### src/rtl/mlse_pkg.sv
package mlse_pkg;

  localparam int SLOTS_DEF   = 64;
  localparam int DIV_STEPS   = 32;
  localparam int SQRT_STEPS  = 17;
  localparam int CNT_W       = $clog2(DIV_STEPS);
  localparam logic [15:0] RATE_RESET = 16'd16000;

  typedef enum logic [7:0] {
    ST_IDLE = 8'b0000_0001,
    ST_DIFF = 8'b0000_0010,
    ST_SQ   = 8'b0000_0100,
    ST_SUM  = 8'b0000_1000,
    ST_ITER = 8'b0001_0000,
    ST_SAT  = 8'b0010_0000,
    ST_MUL  = 8'b0100_0000,
    ST_FIN  = 8'b1000_0000
  } state_t;

  typedef struct packed {
    logic load_in;
    logic diff;
    logic square;
    logic sum;
    logic div_step;
    logic sqrt_step;
    logic sat;
    logic mul;
    logic fin;
  } cmd_t;

  typedef struct packed {
    logic out_free;
  } sts_t;

endpackage

### src/rtl/mlse_ctrl.sv
module mlse_ctrl import mlse_pkg::*; (
  input  logic clk,
  input  logic rst_n,
  input  logic in_valid,
  output logic in_stall,
  input  sts_t sts,
  output cmd_t cmd
);

  state_t           state_r, state_nxt;
  logic [CNT_W-1:0] cnt_r, cnt_nxt;
  logic             accept;

  assign in_stall = (state_r != ST_IDLE);
  assign accept   = in_valid && !in_stall;

  always_comb begin
    state_nxt = state_r;
    cnt_nxt   = cnt_r;
    cmd       = '0;
    case (state_r)
      ST_IDLE: begin
        cmd.load_in = accept;
        if (accept) state_nxt = ST_DIFF;
      end
      ST_DIFF: begin
        cmd.diff  = 1'b1;
        state_nxt = ST_SQ;
      end
      ST_SQ: begin
        cmd.square = 1'b1;
        state_nxt  = ST_SUM;
      end
      ST_SUM: begin
        cmd.sum   = 1'b1;
        cnt_nxt   = '0;
        state_nxt = ST_ITER;
      end
      ST_ITER: begin
        cmd.div_step  = 1'b1;
        cmd.sqrt_step = (32'(cnt_r) < SQRT_STEPS);
        cnt_nxt       = cnt_r + 1'b1;
        if (cnt_r == CNT_W'(DIV_STEPS - 1)) state_nxt = ST_SAT;
      end
      ST_SAT: begin
        cmd.sat   = 1'b1;
        state_nxt = ST_MUL;
      end
      ST_MUL: begin
        cmd.mul   = 1'b1;
        state_nxt = ST_FIN;
      end
      ST_FIN: begin
        // hold until the output register is free
        cmd.fin = sts.out_free;
        if (sts.out_free) state_nxt = ST_IDLE;
      end
      default: state_nxt = ST_IDLE;
    endcase
  end

  always_ff @(posedge clk) begin
    if (!rst_n) begin
      state_r <= ST_IDLE;
      cnt_r   <= '0;
    end else begin
      state_r <= state_nxt;
      cnt_r   <= cnt_nxt;
    end
  end

endmodule

### config.mk
export PLATFORM = sky130hd
export DESIGN_NAME = mlse_ctrl
export DESIGN_NICKNAME = d
export VERILOG_FILES = /design/src/rtl/mlse_pkg.sv /design/src/rtl/mlse_ctrl.sv
export SDC_FILE = /design/constraint.sdc
export NUM_CORES = 1
export LEC_CHECK = 0
export ABC_AREA = 1
export BUFFER_PORTS_ARGS = -buffer_cell sky130_fd_sc_hd__buf_2
export CAP_MARGIN = 20
export CELL_PAD_IN_SITES_DETAIL_PLACEMENT = 0
export CELL_PAD_IN_SITES_GLOBAL_PLACEMENT = 2
export CORE_MARGIN = 5
export CORE_UTILIZATION = 28
export DETAILED_ROUTE_END_ITERATION = 7
export MAX_ROUTING_LAYER = met4
export PLACE_DENSITY = 0.74
export SYNTH_ARGS = -nofsm -noshare
export SYNTH_HDL_FRONTEND = slang
export SYNTH_SLANG_ARGS = --single-unit
### constraint.sdc
create_clock -name clk -period 1.4 [get_ports clk]
set_input_delay 0.07 -clock clk [delete_from_list [all_inputs] [get_ports clk]]
set_output_delay 0.07 -clock clk [all_outputs]
set_load 0.1 [all_outputs]
### Word level (Yosys, flattened, before mapping)

Cells that the tools add are included.

* bits in registers: 13
* output and inout port bits: 10
* word-level logic and storage cells: 34

* $add $sub $neg: 1
* $lt $le $gt $ge: 1
* equality and inequality tests: 13
* multiplexer cells: 13
* reductions and logical operators: 4

Operators by type and width (number)
* $pmux W8 S8: 1
* $mux W8: 3
* $pmux W5 S2: 1
* $eq A8 B1 Y1 const B: 1
* $eq A8 B2 Y1 const B: 1
* $eq A8 B3 Y1 const B: 1
* $eq A8 B4 Y1 const B: 1
* $eq A8 B5 Y1 const B: 1
* $eq A8 B6 Y1 const B: 1
* $eq A8 B7 Y1 const B: 1
* $eq A8 B8 Y1 const B: 1
* $ne A8 B1 Y1 const B: 1
* $mux W1: 7
* $ne A2 B2 Y1 const B: 3
* $add A5 B1 Y5 const B: 1
* $eq A5 B5 Y1 const B: 1
* $lt A5 B5 Y1 const B: 1
* $reduce_and A3 Y1: 1
* $mux W2: 1
* $reduce_bool A2 Y1: 1
* $logic_and A1 B1 Y1: 1
* $logic_not A1 Y1: 1

### Longest topological paths before layout

* depth in word-level cells: 5
* depth in mapped cells: 10

### Worst setup path before layout

Ideal clock, no wire load.

* kind: flip-flop to output port
* from: register state_r[0]
* to: output port cmd[0] (netlist bit)
* arrival time: 3447 ps
* data required time: 1330 ps
* setup slack: -2117 ps
* cell stages (with the launch flop): 4
* buffers on the path: 0
* cells stage by stage: dfxtp_1 nor2_2 nand2_4 nor4_1

RTL lines
* from (decl): line mlse_ctrl.sv:10 `state_t state_r, state_nxt;`
* from (signal assigned): line mlse_ctrl.sv:67 `state_r <= state_nxt;`
* to (decl): line mlse_ctrl.sv:7 `output cmd_t cmd`

==> metrics.csv <==
metric;value;unit
outcome;complete, but fails checks;
failing checks;negative setup slack;
synth top area cells;dfxtp_1 36%, inv_1 10%, nand2_1 9.8%, nor2_1 7.3%, a21oi_1 5.5%;
Hold WC Path Type;input pin to flip-flop;
gr busiest metal;met2;
Die W;60.9;um
Top Ports;14;
Yosys cell types;21;
Post-synth EDFFs;0;
worst path cell trace;nor2_4, nand2_4, nor2_8, inv_4, a21oi_4, buf_12;
Crit. Startpoint;state_r[2];
Slew HR;70.9;%
Async S/R FF share, synth;0;%
Finished Cell Area;1300;um^2
DRC Markers;0;
Routed WL per cell;12.0;um
total CTS buffers;3;
Worst-Skew Late Latency;0.28;ns
Area Overhead vs Synth;79.8;%
R2R Setup Slk;-0.05;ns
GPL Wtd Cong;0.728;
RR Startpoint;state_r[2];
post-synthesis sequential area ratio;35.9;%
largest stage delay on the critical path;0.35;ns
Final Cycle Share;106;%
Placed Cells incl. Taps;150;
CP startpoint kind;flip-flop;
area of the die;3700;um^2
post-layout net count;145;
max-slew violations;0;
Total Power;0.888;mW
Critical Path AT;1.42;ns
antenna violations before repair;0;
WP depth;6;
Final min period;1.49;ns
Buf/Inv on CP;2;
final hold violation count;0;
Core ar.;2480;um^2
number of nets with antenna violations after routing;0;
register area;272;um^2
worst endpoint required time;1.33;ns
area of the multi-input gates;539;um^2
synthesized net count;112;
gr usage total;12.2;%
drt initial violations;6;
CTS Buffer Depth;2;
Critical-path top delay cell;dfxtp_2;
vias in the first global route;734;
final worst slack;-0.0876;ns
M3 GR Usage;2.55;%
ANT cells;0;
Root Buffer Master;clkbuf_4;
VDD IR max;474;uV
clock tree sinks;13;
largest net degree at the start of global routing;12;
die extent in y;60.9;um
CP max FO;5;
IO buf count;13;
# fillers;243;
total wire length;2010;um
Synth area leader;dfxtp_1;
Post-synth top flop;dfxtp_1;
Mapped Avg Cell Area;6.83;um^2
family with the most delay on the worst path;simple AND/OR/NAND/NOR gates;
YS warnings;0;
htree depth;1;
final setup fails;8;
cell depth of the worst flop-to-flop path;10;
CP endpoint kind;output port;
post-synth top area share;35.9;%
CP endpoint;cmd[3];
routed vias;770;
Worst-path clk slew;0.09;ns
layout cells sized above 1;57.2;%
first-pass detailed-route iteration total;2;
Cell Count, Final, Fillers Out;168;
DPL Wire Length;1440;um
TNS Setup;-0.436;ns
f_max;672;MHz
worst reg2reg path endpoint;state_r[0];
row count;18;
Final Skew;0.00639;ns
M2 GR Usage;19.5;%
vias per inst;4.58;
max-cap viol count;0;
dpl cell area;1090;um^2
Seq cells post-synth;13;
grt ovf;0;
CTS tree;built;
global routing usage on met1;15.0;%
RSZ-0062 raised after global routing;yes;
Leak;0.542;nW
Slew @ Worst Pin;0.436;ns
global-route wire length before repair;3250;um
power density over cell area;682;nW/um^2
Initial Util;29.2;%
cell area after synthesis;724;um^2
Mapped Cells;106;
Crit Path Category;flip-flop to output port;
==> cell usage after synthesis (2+ instances only) <==
master,count
nand2_1,19
ha_1,2
nand4_1,2
dfxtp_1,13
a21oi_1,8
o21ai_0,2
nand3_1,5
nand2_4,2
inv_1,20
nor3_1,6
nor2_2,4
nor2_1,14
==> stage by stage <==
stage / utilization [%] / worst slack, ns / hold WS, ns
floorplan: - / -0.309 / 0.208
global placement: 44.2 / 0.0656 / 0.343
finish: 52.6 / -0.0876 / 0.0609
CTS: 49.2 / -0.104 / 0.0479
detailed placement: 44.2 / 0.0154 / 0.346
global route: 52.6 / -0.158 / 0.0642
==> flip-flops by register name (all words and copies together) (netlist names) <==
| name | count |
|---|---|
| cnt_r | 5 |
| state_r | 8 |
==> report_power, final <==
part	leakage (nW)	switching, mW	internal (mW)
Combinational	0.416	0.171	0.0965
Clock	0.0177	0.129	0.106
Sequential	0.109	0.00812	0.378
Total	0.542	0.308	0.580
==> layout make-up <==
type,instances,area share (%)
Tap cell,30,2.88
Clock buffer,3,1.73
Timing Repair Buffer,29,26.0
Multi-Input combinational cell,71,41.4
Sequential cell,13,20.8
Clock inverter,1,0.384
Inverter,21,6.72
==> repair_timing <==
| item | 4_1_cts | 5_1_grt |
|---|---|---|
| setup buffers | 10 | 4 |
| hold buffers | 0 | 0 |
| setup endpoints to repair | 8 | 13 |
| pin swaps | 9 | 8 |
| resized for setup | 12 | 12 |
==> how the worst min path moves through the flow <==
stage | startpoint | endpoint | slack (ns) | cells after the start
after global placement | rst_n | cnt_r[2] | 0.34 | 3
after floorplan | rst_n | cnt_r[0] | 0.21 | 2
after global routing | rst_n | cnt_r[2] | 0.06 | 3
after CTS | rst_n | cnt_r[0] | 0.05 | 3
after detailed placement | rst_n | cnt_r[2] | 0.35 | 3
final | rst_n | cnt_r[0] | 0.06 | 3
==> cells by family after synthesis <==
family / after synthesis / synth area share [%]
xor gates and xnor gates: 1 / 1.21
AOI/OAI and AO/OA: 12 / 8.46
and+or+nand+nor: 56 / 39.6
adders and majority gates: 2 / 3.45
buffers and inverters: 22 / 11.4
DFF: 13 / 35.9
==> routing by layer <==
layer  routed length (um)  up-vias
met5                    0        -
met4                   33        0
met3                   64        4
met2                  996       13
met1                  916      356
li1                     -      397
==> cell usage in the layout, fill, tap and decap left out <==
cell type,netlist,layout
clkinvlp_4,0,1
dfxtp_2,0,9
nor4_4,0,1
clkbuf_4,0,3
xor2_1,1,1
nand3_2,1,2
a31oi_1,1,1
buf_12,0,10
nand2_8,0,1
buf_4,0,15
clkinv_2,0,1
ha_2,0,2
nor2_2,4,2
dfxtp_1,13,4
nor2_8,1,1
inv_4,0,2
nand4_1,2,2
buf_6,0,1
nor2_1,14,8
a21oi_4,0,1
buf_2,0,3
nand3_1,5,2
a21oi_1,8,7
inv_1,20,14
o21ai_0,2,2
nor3_1,6,3
inv_2,1,4
nand2_4,2,2
nand2_2,0,4
nor3_2,0,3
nand3_4,0,2
nor2_4,1,9
nand2_1,19,14
o21ai_1,1,1
==> worst register-to-register path, cell delays in order, from the launching register on <==
cell and delay [ns]:
dfxtp_2 0.35, nor2_4 0.16, buf_4 0.13, buf_6 0.08
nand4_1 0.13, buf_4 0.16, buf_4 0.13, nand3_1 0.07
nor2_1 0.04, nand2_1 0.05, nand2_1 0.04
Note: power is estimated with default switching activity, not from simulation.
